===== config.mk =====
export PLATFORM = sky130hd
export DESIGN_NAME = html_href_link_extractor_unit
export DESIGN_NICKNAME = d
export VERILOG_FILES = /design/src/rtl/hlx_pkg.sv /design/src/rtl/hlx_parser.sv /design/src/rtl/hlx_out_fifo.sv /design/src/rtl/html_href_link_extractor_unit.sv
export SDC_FILE = /design/constraint.sdc
export NUM_CORES = 1
export LEC_CHECK = 0
export BUFFER_PORTS_ARGS = -buffer_cell sky130_fd_sc_hd__buf_4
export CAP_MARGIN = 10
export CORE_ASPECT_RATIO = 1.25
export CORE_MARGIN = 5
export CORE_UTILIZATION = 65
export DETAILED_ROUTE_END_ITERATION = 12
export PLACE_DENSITY = 0.87
export SYNTH_ARGS = -nofsm -noshare
export SYNTH_HDL_FRONTEND = slang
export SYNTH_SLANG_ARGS = --single-unit

===== constraint.sdc =====
create_clock -name clk -period 9.9 [get_ports clk]
set_clock_uncertainty 0.15 [all_clocks]
set_input_delay 0.99 -clock clk [delete_from_list [all_inputs] [get_ports clk]]
set_output_delay 0.99 -clock clk [all_outputs]
set_load 0.1 [all_outputs]

===== src/rtl/hlx_pkg.sv =====
// hlx_pkg: shared types and constants for the href link extractor
// used by hlx_parser, hlx_out_fifo and html_href_link_extractor_unit
`timescale 1ns / 1ps
`default_nettype none

package hlx_pkg;

    localparam int LEN_W     = 16;
    localparam int PTR_W     = 2;
    localparam int OUT_DEPTH = 2 ** PTR_W;
    localparam int CNT_W     = $clog2(OUT_DEPTH + 1);

    localparam logic [LEN_W-1:0] LIMIT_RESET = 16'd4094;

    typedef struct packed {
        logic [7:0] out_byte;
        logic       link_end;
        logic       run_last;
    } res_t;

    typedef struct packed {
        logic [1:0] n;
        res_t       slot0;
        res_t       slot1;
    } push_t;

endpackage

`default_nettype wire


===== src/rtl/hlx_parser.sv =====
// hlx_parser: href matcher state and result generation for one byte
// depends on hlx_pkg
`timescale 1ns / 1ps
`default_nettype none

module hlx_parser
(
    input  wire logic                    clk,
    input  wire logic                    rst_n,
    input  wire logic                    fire,
    input  wire logic [7:0]              c_in,
    input  wire logic                    eod_in,
    input  wire logic [hlx_pkg::LEN_W-1:0] max_len,
    output hlx_pkg::push_t               push
);

    localparam logic [2:0] PH_START = 3'd0;
    localparam logic [2:0] PH_H     = 3'd1;
    localparam logic [2:0] PH_HR    = 3'd2;
    localparam logic [2:0] PH_HRE   = 3'd3;
    localparam logic [2:0] PH_HREF  = 3'd4;
    localparam logic [2:0] PH_EQ    = 3'd5;
    localparam logic [2:0] PH_QUOTE = 3'd6;
    localparam logic [2:0] PH_BODY  = 3'd7;

    localparam logic [7:0] CH_H     = 8'h68;
    localparam logic [7:0] CH_R     = 8'h72;
    localparam logic [7:0] CH_E     = 8'h65;
    localparam logic [7:0] CH_F     = 8'h66;
    localparam logic [7:0] CH_EQ    = 8'h3d;
    localparam logic [7:0] CH_DQ    = 8'h22;
    localparam logic [7:0] CH_SQ    = 8'h27;
    localparam logic [7:0] CH_NL    = 8'h0a;
    localparam logic [7:0] CH_SP    = 8'h20;

    logic [2:0]                  phase_reg;
    logic [2:0]                  phase_next;
    logic [7:0]                  quote_reg;
    logic [7:0]                  quote_next;
    logic [hlx_pkg::LEN_W-1:0]   count_reg;
    logic [hlx_pkg::LEN_W-1:0]   count_next;

    logic [2:0]                  st_phase;
    logic [7:0]                  st_quote;
    logic [hlx_pkg::LEN_W-1:0]   st_count;
    logic [hlx_pkg::LEN_W-1:0]   body_cnt;
    logic                        is_ws;
    logic [7:0]                  lc;
    logic                        body;
    logic                        emit_a;
    logic                        emit_b;
    logic [7:0]                  a_byte;
    logic                        a_end;
    hlx_pkg::res_t               res_a;
    hlx_pkg::res_t               res_b;

    always_comb
    begin
        is_ws = (c_in == CH_SP) || (c_in >= 8'h09 && c_in <= 8'h0d);
        lc    = (c_in >= 8'h41 && c_in <= 8'h5a) ? (c_in | 8'h20) : c_in;

        st_phase = phase_reg;
        st_quote = quote_reg;
        st_count = count_reg;
        body     = 1'b0;
        body_cnt = count_reg;

        unique case (phase_reg)
            PH_START:
            begin
                if (lc == CH_H)
                    st_phase = PH_H;
            end
            PH_H:
                st_phase = (lc == CH_R) ? PH_HR : PH_START;
            PH_HR:
                st_phase = (lc == CH_E) ? PH_HRE : PH_START;
            PH_HRE:
                st_phase = (lc == CH_F) ? PH_HREF : PH_START;
            PH_HREF:
            begin
                if (!is_ws)
                    st_phase = (c_in == CH_EQ) ? PH_EQ : PH_START;
            end
            PH_EQ:
            begin
                if (!is_ws)
                begin
                    if (c_in == CH_DQ || c_in == CH_SQ)
                    begin
                        st_quote = c_in;
                        st_phase = PH_QUOTE;
                    end
                    else
                    begin
                        st_phase = PH_START;
                    end
                end
            end
            PH_QUOTE:
            begin
                if (!is_ws)
                begin
                    if (c_in == quote_reg)
                    begin
                        st_phase = PH_START;
                    end
                    else
                    begin
                        body     = 1'b1;
                        body_cnt = '0;
                    end
                end
            end
            default:
                body = 1'b1;
        endcase

        emit_a = 1'b0;
        a_byte = CH_NL;
        a_end  = 1'b1;
        if (body)
        begin
            if (c_in == quote_reg || body_cnt >= max_len)
            begin
                // link closed by its quote or by the length limit
                emit_a   = (body_cnt != '0);
                st_count = '0;
                st_phase = PH_START;
            end
            else
            begin
                emit_a   = 1'b1;
                a_byte   = is_ws ? CH_SP : c_in;
                a_end    = 1'b0;
                st_count = body_cnt + hlx_pkg::LEN_W'(1);
                st_phase = PH_BODY;
            end
        end

        // end of document flushes an open link
        emit_b = eod_in && (st_phase == PH_BODY) && (st_count != '0);

        if (eod_in)
        begin
            phase_next = PH_START;
            quote_next = '0;
            count_next = '0;
        end
        else
        begin
            phase_next = st_phase;
            quote_next = st_quote;
            count_next = st_count;
        end

        res_a.out_byte = a_byte;
        res_a.link_end = a_end;
        res_a.run_last = !emit_b;
        res_b.out_byte = CH_NL;
        res_b.link_end = 1'b1;
        res_b.run_last = 1'b1;

        push.n     = fire ? (2'(emit_a) + 2'(emit_b)) : 2'd0;
        push.slot0 = emit_a ? res_a : res_b;
        push.slot1 = res_b;
    end

    always_ff @(posedge clk or negedge rst_n)
    begin
        if (!rst_n)
        begin
            phase_reg <= PH_START;
            quote_reg <= '0;
            count_reg <= '0;
        end
        else if (fire)
        begin
            phase_reg <= phase_next;
            quote_reg <= quote_next;
            count_reg <= count_next;
        end
    end

endmodule

`default_nettype wire


===== src/rtl/hlx_out_fifo.sv =====
// hlx_out_fifo: small result queue taking up to two results per cycle
// depends on hlx_pkg
`timescale 1ns / 1ps
`default_nettype none

module hlx_out_fifo
(
    input  wire logic    clk,
    input  wire logic    rst_n,
    input  wire hlx_pkg::push_t push,
    input  wire logic    pop,
    output hlx_pkg::res_t  head,
    output logic         not_empty,
    output logic         room
);

    hlx_pkg::res_t                 mem [hlx_pkg::OUT_DEPTH];
    logic [hlx_pkg::PTR_W-1:0]     wr_reg;
    logic [hlx_pkg::PTR_W-1:0]     wr_next;
    logic [hlx_pkg::PTR_W-1:0]     rd_reg;
    logic [hlx_pkg::PTR_W-1:0]     rd_next;
    logic [hlx_pkg::CNT_W-1:0]     count_reg;
    logic [hlx_pkg::CNT_W-1:0]     count_next;
    logic [hlx_pkg::PTR_W-1:0]     wr_plus1;

    assign wr_plus1  = wr_reg + hlx_pkg::PTR_W'(1);
    assign head      = mem[rd_reg];
    assign not_empty = (count_reg != '0);
    assign room      = (count_reg <= hlx_pkg::CNT_W'(hlx_pkg::OUT_DEPTH - 2));

    always_comb
    begin
        wr_next    = wr_reg + hlx_pkg::PTR_W'(push.n);
        rd_next    = rd_reg + hlx_pkg::PTR_W'(pop);
        count_next = count_reg + hlx_pkg::CNT_W'(push.n) - hlx_pkg::CNT_W'(pop);
    end

    always_ff @(posedge clk)
    begin
        if (push.n != 2'd0)
            mem[wr_reg] <= push.slot0;
        if (push.n[1])
            mem[wr_plus1] <= push.slot1;
    end

    always_ff @(posedge clk or negedge rst_n)
    begin
        if (!rst_n)
        begin
            wr_reg    <= '0;
            rd_reg    <= '0;
            count_reg <= '0;
        end
        else
        begin
            wr_reg    <= wr_next;
            rd_reg    <= rd_next;
            count_reg <= count_next;
        end
    end

endmodule

`default_nettype wire


===== src/rtl/html_href_link_extractor_unit.sv =====
// html_href_link_extractor_unit: top level, input register, limit register
// depends on hlx_pkg, hlx_parser, hlx_out_fifo
//
// channel   signals                                   direction
// in        in_valid, in_stall, in_byte, end_of_doc  byte stream in
// out       out_valid, out_stall, out_byte,          link bytes out
//           link_end, run_last
// cfg       cfg_valid, cfg_ready, max_link_len        limit register write
//
// one input byte per cycle while in_stall is low; an accepted byte waits in the
// input register until the queue has room, then its results enter the queue and
// are visible on out; a two-result byte still goes at that rate; in_stall rises
// while a byte waits and over two results are queued; out drains one per cycle
// when out_stall is low; reset clears parser state and queue, sets limit to 4094
`timescale 1ns / 1ps
`default_nettype none

module html_href_link_extractor_unit
(
    input  wire logic        clk,
    input  wire logic        rst_n,
    input  wire logic        in_valid,
    output logic             in_stall,
    input  wire logic [7:0]  in_byte,
    input  wire logic        end_of_doc,
    output logic             out_valid,
    input  wire logic        out_stall,
    output logic [7:0]       out_byte,
    output logic             link_end,
    output logic             run_last,
    input  wire logic        cfg_valid,
    output logic             cfg_ready,
    input  wire logic [15:0] max_link_len
);

    logic                          in_valid_reg;
    logic                          in_valid_next;
    logic [7:0]                    byte_reg;
    logic                          eod_reg;
    logic [hlx_pkg::LEN_W-1:0]     max_len_reg;
    logic                          load;
    logic                          fire;
    logic                          room;
    logic                          pop;
    hlx_pkg::push_t                push;
    hlx_pkg::res_t                 head;

    assign cfg_ready = 1'b1;
    assign fire      = in_valid_reg && room;
    assign in_stall  = in_valid_reg && !room;
    assign load      = in_valid && !in_stall;
    assign pop       = out_valid && !out_stall;

    assign out_byte  = head.out_byte;
    assign link_end  = head.link_end;
    assign run_last  = head.run_last;

    always_comb
    begin
        if (load)
            in_valid_next = 1'b1;
        else if (fire)
            in_valid_next = 1'b0;
        else
            in_valid_next = in_valid_reg;
    end

    always_ff @(posedge clk or negedge rst_n)
    begin
        if (!rst_n)
        begin
            in_valid_reg <= 1'b0;
            max_len_reg  <= hlx_pkg::LIMIT_RESET;
        end
        else
        begin
            in_valid_reg <= in_valid_next;
            if (cfg_valid && cfg_ready)
                max_len_reg <= max_link_len;
        end
    end

    always_ff @(posedge clk)
    begin
        if (load)
        begin
            byte_reg <= in_byte;
            eod_reg  <= end_of_doc;
        end
    end

    hlx_parser u_parser
    (
        .clk     (clk),
        .rst_n   (rst_n),
        .fire    (fire),
        .c_in    (byte_reg),
        .eod_in  (eod_reg),
        .max_len (max_len_reg),
        .push    (push)
    );

    hlx_out_fifo u_out_fifo
    (
        .clk       (clk),
        .rst_n     (rst_n),
        .push      (push),
        .pop       (pop),
        .head      (head),
        .not_empty (out_valid),
        .room      (room)
    );

endmodule

`default_nettype wire

==> results.py, run 1 <==
metrics = {
    "status": {
        "status": "finished, final reports clean",
    },
    "place": {
        "port-buffer-count": 41,
        "place.detailed.hpwl_um": 10900,
        "detailed_place.area_sq_mm": 0.00587,
        "routabilityCongestion": 1.06,
    },
    "global_route": {
        "globalRouteMet2Util": 0.543,
        "grt_use_met3": 0.0501,
        "grt_start_max_net_pins": 52,
        "global_route.usage.met1": 0.330,
        "globalRouteOverflowTotal": 0,
        "global_route.usage.total": 0.298,
        "antenna_violations_before_repair": 0,
        "wire_length_of_the_first_global_routing_pass_um": 24800,
        "via_count_of_the_first_global_routing_pass": 5016,
        "grt_most_used_layer": "met2",
    },
    "cts": {
        "cts_sinks": 100,
        "cts_htree_levels": 3,
        "postCtsSetupBuffers": 0,
        "clock_buffers_created_by_tritoncts": 9,
        "cts_tree": "done",
        "cts_hold_repair.buffers": 0,
        "path_clk_slew_ns": 0.11,
        "post_cts_resized": 0,
        "max-clock-path-buffers": 2,
        "root_buffer": "clkbuf_8",
        "insertion_delay_ns": 0.38,
    },
    "finish": {
        "area_growth_pct": 9.04,
        "largest_register_ffs": 40,
        "drive_gt1_frac": 0.140,
        "postLayoutCellArea_sq_mm": 0.00610,
        "fin_nets": 700,
        "antenna_cells": 0,
    },
    "timing": {
        "setup-violations-final": 0,
        "max_slew.worst_pin.slew_ns": 0.936,
        "post_layout_min_period_ns": 6.66,
        "finalSetupTns_ns": 0,
        "setup_repair_after_global_routing_missed_its_margin": "false",
        "slew_limit_fails": 0,
        "final-hold-violation-count": 0,
        "relSlewSlack": 0.370,
        "max_freq_ghz": 0.150,
        "layout_worst_path_cycle_share": 0.672,
    },
    "synth": {
        "post_synth_edffs": 9,
        "synth_largest_type_area_fraction": 0.179,
        "yosys_warnings": 0,
        "yosys-top-cells-area": "dfrtp_1, dfxtp_1, nand2_1",
        "postSynthAreaPerCell_sq_um": 8.88,
        "netlist_area_sq_mm": 0.00559,
        "yosysMostFrequentCell": "nand2_1",
        "most_common_library_cells_after_synthesis": "nand2_1, a21oi_1, o21ai_0, dfrtp_1, dfxtp_1",
        "sequential_element_share_of_the_synthesized_area": 0.422,
        "netlist_instances": 630,
        "number_of_nets_in_the_synthesized_netlist": 685,
        "synth_top_cell_by_area": "dfrtp_1",
        "postSynth.topFlopCell": "dfxtp_1",
        "synthArstFlopShare": 0.510,
        "number_of_flip_flops_and_latches_in_the_synthesized_netlist": 100,
        "synth.distinct_cells": 67,
    },
    "setup_path": {
        "rr_worst_depth": 24,
        "r2r_end": "u_out_fifo.count_reg[2]",
        "r2r-start": "byte_reg[2]",
        "crit_path_start": "byte_reg[2]",
        "startpoint_type": "flip-flop",
        "rrSetupSlack_ns": 3.24,
        "crit_path_max_fanout": 21,
        "worst_setup_path_end_kind": "flip-flop",
        "crit_path_capture": "u_out_fifo.count_reg[2]",
        "critPathKind": "flip-flop to flip-flop",
        "timing.critical_path.arrival_ns": 6.78,
        "required_time_at_the_endpoint_of_the_critical_path_ns": 10.02,
    },
    "flow_run": {
        "max_cap_violations": 0,
    },
    "detailed_routing": {
        "total_vias_in_the_final_route": 4898,
        "drt-vias-per-instance": 6.56,
        "drt-total-wl_um": 14800,
        "detail_route.wl_per_cell_um": 19.8,
        "detail-route-antenna-nets": 0,
        "drt_first_pass_iters": 7,
        "drcViolationCount": 0,
        "dr.first_iter.drc_count": 390,
    },
    "floorplanning": {
        "coreArea_sq_mm": 0.00833,
        "design.die.area_sq_mm": 0.0106,
        "die_span_x_um": 93.0,
        "top_level_ports": 43,
        "fp-row-count": 37,
        "die_h_um": 114,
        "initial_utilization": 0.671,
    },
    "pwr": {
        "cellPowerDensity_mw_per_mm2": 163,
        "irDropWorstVdd_mv": 0.196,
        "power.leakage_nw": 2.65,
    },
    "worst_hold_path": {
        "hp-class": "flip-flop to flip-flop",
    },
}
==> how the worst min path moves through the flow <==
stage	start	to	depth (start not counted)
floorplan	u_out_fifo.mem[2][2]	u_out_fifo.mem[2][2]	2
global placement	u_out_fifo.mem[2][2]	u_out_fifo.mem[2][2]	2
detailed placement	u_out_fifo.mem[3][6]	u_out_fifo.mem[3][6]	2
CTS	u_out_fifo.mem[2][6]	u_out_fifo.mem[2][6]	2
global route	u_out_fifo.mem[2][6]	u_out_fifo.mem[2][6]	2
finish	u_out_fifo.mem[2][6]	u_out_fifo.mem[2][6]	2
==> critical path, cell delays in order, from the launching register on <==
cell and delay, ns:
edfxtp_1 0.66, xor2_1 0.21, nor4_2 0.08, a21oi_1 0.38, nand3_2 0.40, and2_1 0.30
ha_1 0.31, a21oi_1 0.08, o21ai_1 0.15, a2111oi_0 0.09, a211o_1 0.52, and3_1 0.33
and4_1 0.21, a211o_1 0.28, or4_1 0.56, o211a_1 0.23, ha_1 0.29, nand2_1 0.09
ha_1 0.32, inv_1 0.06, ha_1 0.13, inv_1 0.05, fa_1 0.38, xor2_1 0.16
xnor2_1 0.12
==> layout make-up <==
cell class                      count  area, sq um
Inverter                           36          135
Clock buffer                       11          174
Fill cell                         631         2240
Clock inverter                      5         56.3
Sequential cell                   100         2360
Tap cell                           97          121
Timing Repair Buffer               42          315
Multi-Input combinational cell    456         2930
==> cells by family after synthesis <==
kind of cell               Yosys count  share of synthesized area
and+or+nand+nor                    248                      0.222
AOI/OAI and AO/OA                  153                      0.174
DFF                                100                      0.422
buffers and inverters               74                     0.0530
adders and majority gates           25                     0.0573
xor gates and xnor gates            16                     0.0251
muxes                               13                     0.0459
other                                1                   0.000671
==> through the flow <==
step | utilization | setup slack [ns] | hold slack [ns] | power (W) | cells
after floorplan | - | 4.04 | 0.283 | 0.000652 | 630
after global placement | 0.704 | 3.51 | 0.289 | 0.000706 | 731
after detailed placement | 0.704 | 3.32 | 0.296 | 0.000714 | 731
after CTS | 0.732 | 3.29 | 0.314 | 0.000999 | 747
after global routing | 0.732 | 2.81 | 0.338 | 0.00105 | 747
final | 0.732 | 3.24 | 0.316 | 0.000996 | 747
==> layer usage <==
layer / up-vias / share of wire
met5: - / 0
met2: 226 / 0.52
li1: 2263 / -
met1: 2354 / 0.37
met3: 55 / 0.059
met4: 0 / 0.048
==> layout by cell type (no fill, tap or decap), types with 3 or more instances in the layout <==
cell / count
a311oi_1: 5
a41oi_1: 4
and2_1: 19
o211ai_1: 16
xnor2_1: 3
dfrtp_1: 40
or3_1: 6
inv_1: 36
nor2_1: 32
dfstp_2: 11
or2_2: 3
nor3_1: 10
mux4_2: 10
buf_4: 42
nand3_1: 29
nor4_1: 8
dfxtp_1: 40
a21oi_1: 48
and4_1: 3
nand2b_1: 7
ha_1: 24
nor2b_1: 9
nand2_1: 97
o21ai_0: 41
a22o_1: 10
edfxtp_1: 9
nand4_1: 6
clkbuf_8: 9
xor2_1: 13
a31oi_1: 6
and3_1: 5
==> where the power goes <==
| group | switching, W | internal, W |
|---|---|---|
| logic | 0.000133 | 0.0000737 |
| registers | 0.0000548 | 0.000445 |
| clock network | 0.000161 | 0.000129 |
| total | 0.000349 | 0.000647 |
No activity file was read; power rests on OpenSTA's default activity.
==> run 2, diff against run 1 <==
--- a/config.mk
+++ b/config.mk
@@ -9,9 +9,9 @@
 export CAP_MARGIN = 10
 export CORE_ASPECT_RATIO = 1.25
 export CORE_MARGIN = 5
-export CORE_UTILIZATION = 65
+export CORE_UTILIZATION = 55
 export DETAILED_ROUTE_END_ITERATION = 12
-export PLACE_DENSITY = 0.87
+export PLACE_DENSITY = 0.79
 export SYNTH_ARGS = -nofsm -noshare
 export SYNTH_HDL_FRONTEND = slang
 export SYNTH_SLANG_ARGS = --single-unit
==> constraint.sdc (replaced) <==
create_clock -name clk -period 6 [get_ports clk]
set_clock_uncertainty 0.15 [all_clocks]
set_input_delay 0.6 -clock clk [delete_from_list [all_inputs] [get_ports clk]]
set_output_delay 0.6 -clock clk [all_outputs]
set_load 0.1 [all_outputs]
==> results.py, run 2 (same netlist as run 1, synthesis figures left out) <==
metrics = {
    "status": {
        "status": "finished, final reports clean",
    },
    "place": {
        "place.detailed.hpwl_um": 10700,
        "numPlacedInstances": 779,
        "port-buffer-count": 41,
        "routabilityCongestion": 1.01,
    },
    "cts": {
        "cts_tree": "done",
        "path_clk_slew_ns": 0.07,
        "insertion_delay_ns": 0.36,
        "root_buffer": "clkbuf_16",
        "cts_sinks": 100,
        "max-clock-path-buffers": 2,
        "cts_htree_levels": 3,
        "clock_buffers_created_by_tritoncts": 9,
    },
    "detailed_routing": {
        "total_vias_in_the_final_route": 5045,
        "detail-route-antenna-nets": 0,
        "drt-vias-per-instance": 6.24,
        "detail_route.wl_per_cell_um": 18.7,
        "drcViolationCount": 0,
        "drt-total-wl_um": 15200,
        "dr.first_iter.drc_count": 439,
        "drt_first_pass_iters": 6,
    },
    "floorplanning": {
        "design.die.area_sq_mm": 0.0123,
        "top_level_ports": 43,
        "initial_utilization": 0.559,
        "die_h_um": 123,
        "coreArea_sq_mm": 0.0100,
        "die_span_x_um": 100,
        "fp-row-count": 41,
    },
    "timing": {
        "max_slew.worst_pin.slew_ns": 0.995,
        "post_layout_min_period_ns": 5.72,
        "relSlewSlack": 0.334,
        "layout_worst_path_cycle_share": 0.954,
        "max_freq_ghz": 0.175,
        "setup-violations-final": 0,
        "slew_limit_fails": 0,
        "timing.hold.ws_ns": 0.136,
        "finalSetupTns_ns": 0,
        "final-hold-violation-count": 0,
    },
    "setup_path": {
        "critical_path.slowest_cell": "or4_1",
        "crit_path_max_fanout": 7,
        "required_time_at_the_endpoint_of_the_critical_path_ns": 6.12,
        "startpoint_type": "flip-flop",
        "timing.critical_path.buf_inv": 3,
        "timing.critical_path.arrival_ns": 5.85,
        "critPathKind": "flip-flop to flip-flop",
        "worst_setup_path_end_kind": "flip-flop",
        "timing.critical_path.max_delay_family": "simple AND/OR/NAND/NOR gates",
        "critical-path-max-stage-delay_ns": 0.52,
        "cp_cell_sequence": "or3_4 -> nor4_4 -> nor2_4 -> buf_4 -> a31oi_1 -> ha_1 -> nand2_1 -> a21oi_1 -> o41ai_2 -> a211o_1 -> and3_4 -> and4_1 -> a211o_1 -> or4_1 -> o211a_1 -> ha_4 -> nand2_2 -> ha_4 -> inv_1 -> ha_1 -> inv_1 -> fa_2 -> xor2_1 -> xnor2_1",
    },
    "finish": {
        "num-fill-cells": 797,
        "mostFrequentLayoutCell": "nand2_1",
        "area_growth_pct": 17.1,
        "fin_nets": 730,
        "finish.cell_count_without_fillers": 809,
        "largest_register_ffs": 40,
        "antenna_cells": 0,
        "final_util": 0.655,
        "drive_gt1_frac": 0.201,
        "commonest_cells_after_routing_fill_and_taps_aside": "nand2_1, buf_4, a21oi_1",
    },
    "global_route": {
        "grt_start_max_net_pins": 52,
        "wire_length_of_the_first_global_routing_pass_um": 23600,
        "antenna_violations_before_repair": 0,
        "global_route.usage.total": 0.244,
        "globalRouteOverflowTotal": 0,
        "via_count_of_the_first_global_routing_pass": 5070,
    },
    "pwr": {
        "design_power_total_w": 0.00177,
        "cellPowerDensity_mw_per_mm2": 269,
        "irDropWorstVdd_mv": 0.313,
        "power.leakage_nw": 2.84,
    },
    "worst_hold_path": {
        "hp-class": "primary input to asynchronous set/reset pin",
    },
    "flow_run": {
        "max_cap_violations": 0,
    },
}
-- run 2: layer usage --
layer  part of all wire  wire, um  up-vias  track usage
met3              0.072      1090       60       0.0478
met2               0.50      7620      249        0.413
met4              0.039       596        0        0.147
li1                   -         -     2331            -
met1               0.39      5850     2405        0.285
met5                  0         0        -            0
-- run 2: worst register-to-register path, cell delays in order (launching register included) --
cell and delay, ns:
edfxtp_1 0.49, or3_4 0.44, nor4_4 0.32, nor2_4 0.11, buf_4 0.19, a31oi_1 0.21
ha_1 0.15, nand2_1 0.05, a21oi_1 0.14, o41ai_2 0.10, a211o_1 0.37, and3_4 0.20
and4_1 0.18, a211o_1 0.28, or4_1 0.52, o211a_1 0.27, ha_4 0.27, nand2_2 0.07
ha_4 0.24, inv_1 0.05, ha_1 0.14, inv_1 0.05, fa_2 0.33, xor2_1 0.21
xnor2_1 0.14
-- run 2: power breakdown --
part           switching (W)  total [W]  internal (W)
clock network       0.000268   0.000554      0.000287
registers          0.0000747   0.000808      0.000734
logic               0.000251   0.000402      0.000152
-- run 2: timing repair --
| action | 4_1_cts | 5_1_grt |
|---|---|---|
| setup endpoints to repair | 0 | 29 |
| hold buffers | 0 | 0 |
| buffers inserted | 0 | 13 |
| gates resized for setup | 0 | 26 |
-- run 2: worst paths after layout --
path | startpoint | end | slack [ns] | cells after the start
setup / recovery | byte_reg[3] | u_out_fifo.count_reg[2] | 0.28 | 24
hold / removal | rst_n | max_len_reg[0] | 0.14 | 1
setup reg to reg | byte_reg[3] | u_out_fifo.count_reg[2] | 0.28 | 24
hold reg to reg | u_out_fifo.mem[2][7] | u_out_fifo.mem[2][7] | 0.31 | 2
max in group asynchronous | rst_n | u_out_fifo.count_reg[1] | 5.11 | 1
min in group clk | in_byte[0] | byte_reg[0] | 0.27 | 1
-- run 2: cell type report --
class                      instances  area (sq um)  area share
tap                              129           161      0.0246
clock buffer                      10           229      0.0350
sequential                       100          2360       0.360
multi-input combinational        457          3080       0.470
inverter                          36           135      0.0206
timing repair buffer              71           537      0.0819
clock inverter                     6          47.5     0.00726
-- run 2: stage by stage --
step	cell area (sq um)	setup WS, ns
2_1_floorplan	5590	0.142
3_3_place_gp	6030	0.331
3_5_place_dp	6030	0.173
4_1_cts	6300	0.108
5_1_grt	6550	-0.00876
6_report	6550	0.279
==> run 3, diff against run 2 <==
--- a/config.mk
+++ b/config.mk
@@ -9,9 +9,9 @@
 export CAP_MARGIN = 10
 export CORE_ASPECT_RATIO = 1.25
 export CORE_MARGIN = 5
-export CORE_UTILIZATION = 55
+export CORE_UTILIZATION = 54
 export DETAILED_ROUTE_END_ITERATION = 12
-export PLACE_DENSITY = 0.79
+export PLACE_DENSITY = 0.78
 export SYNTH_ARGS = -nofsm -noshare
 export SYNTH_HDL_FRONTEND = slang
 export SYNTH_SLANG_ARGS = --single-unit
==> constraint.sdc (replaced) <==
create_clock -name clk -period 4.68 [get_ports clk]
set_clock_uncertainty 0.15 [all_clocks]
set_input_delay 0.468 -clock clk [delete_from_list [all_inputs] [get_ports clk]]
set_output_delay 0.468 -clock clk [all_outputs]
set_load 0.1 [all_outputs]
==> results.py, run 3 (same netlist as run 1, synthesis figures left out) <==
metrics = {
    "cts": {
        "cts_htree_levels": 3,
        "root_buffer": "clkbuf_16",
        "cts_tree": "done",
        "insertion_delay_ns": 0.36,
        "path_clk_slew_ns": 0.07,
        "cts_sinks": 100,
        "clock_buffers_created_by_tritoncts": 9,
        "max-clock-path-buffers": 2,
    },
    "setup_path": {
        "critPathKind": "flip-flop to flip-flop",
        "timing.critical_path.arrival_ns": 5.65,
        "critical_path.slowest_cell": "edfxtp_1",
        "worst_setup_path_end_kind": "flip-flop",
        "startpoint_type": "flip-flop",
        "timing.critical_path.max_delay_family": "compound AO/OA/AOI/OAI gates",
        "crit_path_max_fanout": 7,
        "required_time_at_the_endpoint_of_the_critical_path_ns": 4.80,
        "timing.critical_path.buf_inv": 3,
        "cp_common_cell": "ha_4",
        "critical-path-max-stage-delay_ns": 0.45,
    },
    "finish": {
        "antenna_cells": 0,
        "finish.cell_count_without_fillers": 883,
        "largest_register_ffs": 40,
        "commonest_cells_after_routing_fill_and_taps_aside": "buf_4, nand2_1, o21ai_0, dfrtp_1, dfxtp_1",
        "drive_gt1_frac": 0.406,
        "area_growth_pct": 38.7,
        "mostFrequentLayoutCell": "buf_4",
        "fin_nets": 804,
    },
    "timing": {
        "post_layout_min_period_ns": 5.54,
        "setup_repair_after_global_routing_missed_its_margin": "true",
        "final-hold-violation-count": 0,
        "setup-violations-final": 45,
        "relSlewSlack": 0.272,
        "slew_limit_fails": 0,
        "max_freq_ghz": 0.181,
        "max_slew.worst_pin.slew_ns": 1.09,
        "final_critical_path_setup_slack_ns": -0.856,
        "layout_worst_path_cycle_share": 1.18,
        "timing.hold.ws_ns": 0.00770,
        "finalSetupTns_ns": -27.45,
    },
    "flow_run": {
        "max_cap_violations": 0,
    },
    "place": {
        "routabilityCongestion": 0.948,
        "port-buffer-count": 41,
        "numPlacedInstances": 850,
        "place.detailed.hpwl_um": 11900,
        "place_ws_ns": -1.00,
    },
    "global_route": {
        "wire_length_of_the_first_global_routing_pass_um": 26900,
        "grt_start_max_net_pins": 52,
        "antenna_violations_before_repair": 0,
        "globalRouteOverflowTotal": 0,
        "global_route.usage.total": 0.276,
        "via_count_of_the_first_global_routing_pass": 5505,
    },
    "floorplanning": {
        "coreArea_sq_mm": 0.0101,
        "fp-row-count": 41,
        "die_h_um": 124,
        "top_level_ports": 43,
        "initial_utilization": 0.553,
        "design.die.area_sq_mm": 0.0125,
        "die_span_x_um": 101,
    },
    "detailed_routing": {
        "detail-route-antenna-nets": 0,
        "drcViolationCount": 0,
        "total_vias_in_the_final_route": 5476,
        "drt-vias-per-instance": 6.20,
        "dr.first_iter.drc_count": 389,
        "drt_first_pass_iters": 5,
        "detail_route.wl_per_cell_um": 20.1,
        "drt-total-wl_um": 17800,
    },
    "pwr": {
        "cellPowerDensity_mw_per_mm2": 303,
        "irDropWorstVdd_mv": 0.421,
        "power.leakage_nw": 3.33,
    },
    "status": {
        "status": "finished, violations left",
        "violated_checks": "setup timing",
    },
    "worst_hold_path": {
        "hp-class": "primary input to asynchronous set/reset pin",
    },
}
[run 3: cell types whose count changed in the layout (fill, tap and decap cells not counted), moves of 7 or more]
cell,delta
nand2_2,+16
and2_4,+7
nand2_1,-32
nand2_4,+14
ha_4,+10
a21oi_1,-20
ha_1,-12
a21oi_2,+20
buf_6,+8
buf_4,+61
[run 3: worst register-to-register path, delay by kind of cell, from the launching register on]
kind | cells | cell delay, ns
compound gates | 8 | 1.70
simple gates | 7 | 1.30
xor+xnor | 2 | 0.35
flops | 1 | 0.45
fa+ha+maj | 5 | 1.26
buf+inv | 3 | 0.22
[run 3: per-layer routing]
metal / share of wire / GRT usage
met1: 0.36 / 0.311
met2: 0.52 / 0.505
met3: 0.067 / 0.0325
met4: 0.055 / 0.153
met5: 0 / 0
[run 3: path summary, 6_finish.rpt]
path | startpoint | cells past startpoint | end | slack, ns
min reg2reg | u_out_fifo.mem[0][8] | 2 | u_out_fifo.mem[0][8] | 0.32
min in group clk | in_byte[5] | 1 | byte_reg[5] | 0.14
max in group asynchronous | rst_n | 1 | u_parser.count_reg[15] | 3.92
max reg2reg | byte_reg[0] | 25 | u_out_fifo.count_reg[2] | -0.86
min | rst_n | 1 | max_len_reg[0] | 0.008
max | byte_reg[0] | 25 | u_out_fifo.count_reg[2] | -0.86
[run 3: what timing repair did]
| action | 4_1_cts | 5_1_grt |
|---|---|---|
| endpoints found under the setup margin | 45 | 45 |
| setup buffers | 8 | 12 |
| gates resized for setup | 43 | 94 |
| hold buffers | 0 | 0 |
| pin swaps | 27 | 38 |
| cloned | 1 | 0 |
[run 3: per-stage QoR]
stage	instance area, sq um	util	power [W]
finish	7750	0.767	0.00235
global route	7750	0.767	0.00243
CTS	7290	0.721	0.00232
detailed placement	6710	0.663	0.00158
global placement	6710	0.663	0.00156
floorplan	5770	-	0.00140
[run 3: where the power goes]
part / switching, W / internal [W]
sequential: 0.0000993 / 0.000940
combinational: 0.000354 / 0.000225
clock: 0.000355 / 0.000372
total: 0.000808 / 0.00154
[run 3: cell type report]
class | count | area (sq um)
Clock buffer | 10 | 229
Clock inverter | 6 | 57.6
Fill cell | 687 | 2350
Inverter | 36 | 140
Sequential cell | 100 | 2360
Tap cell | 129 | 161
Timing Repair Buffer | 145 | 1170
Multi-Input combinational cell | 457 | 3630
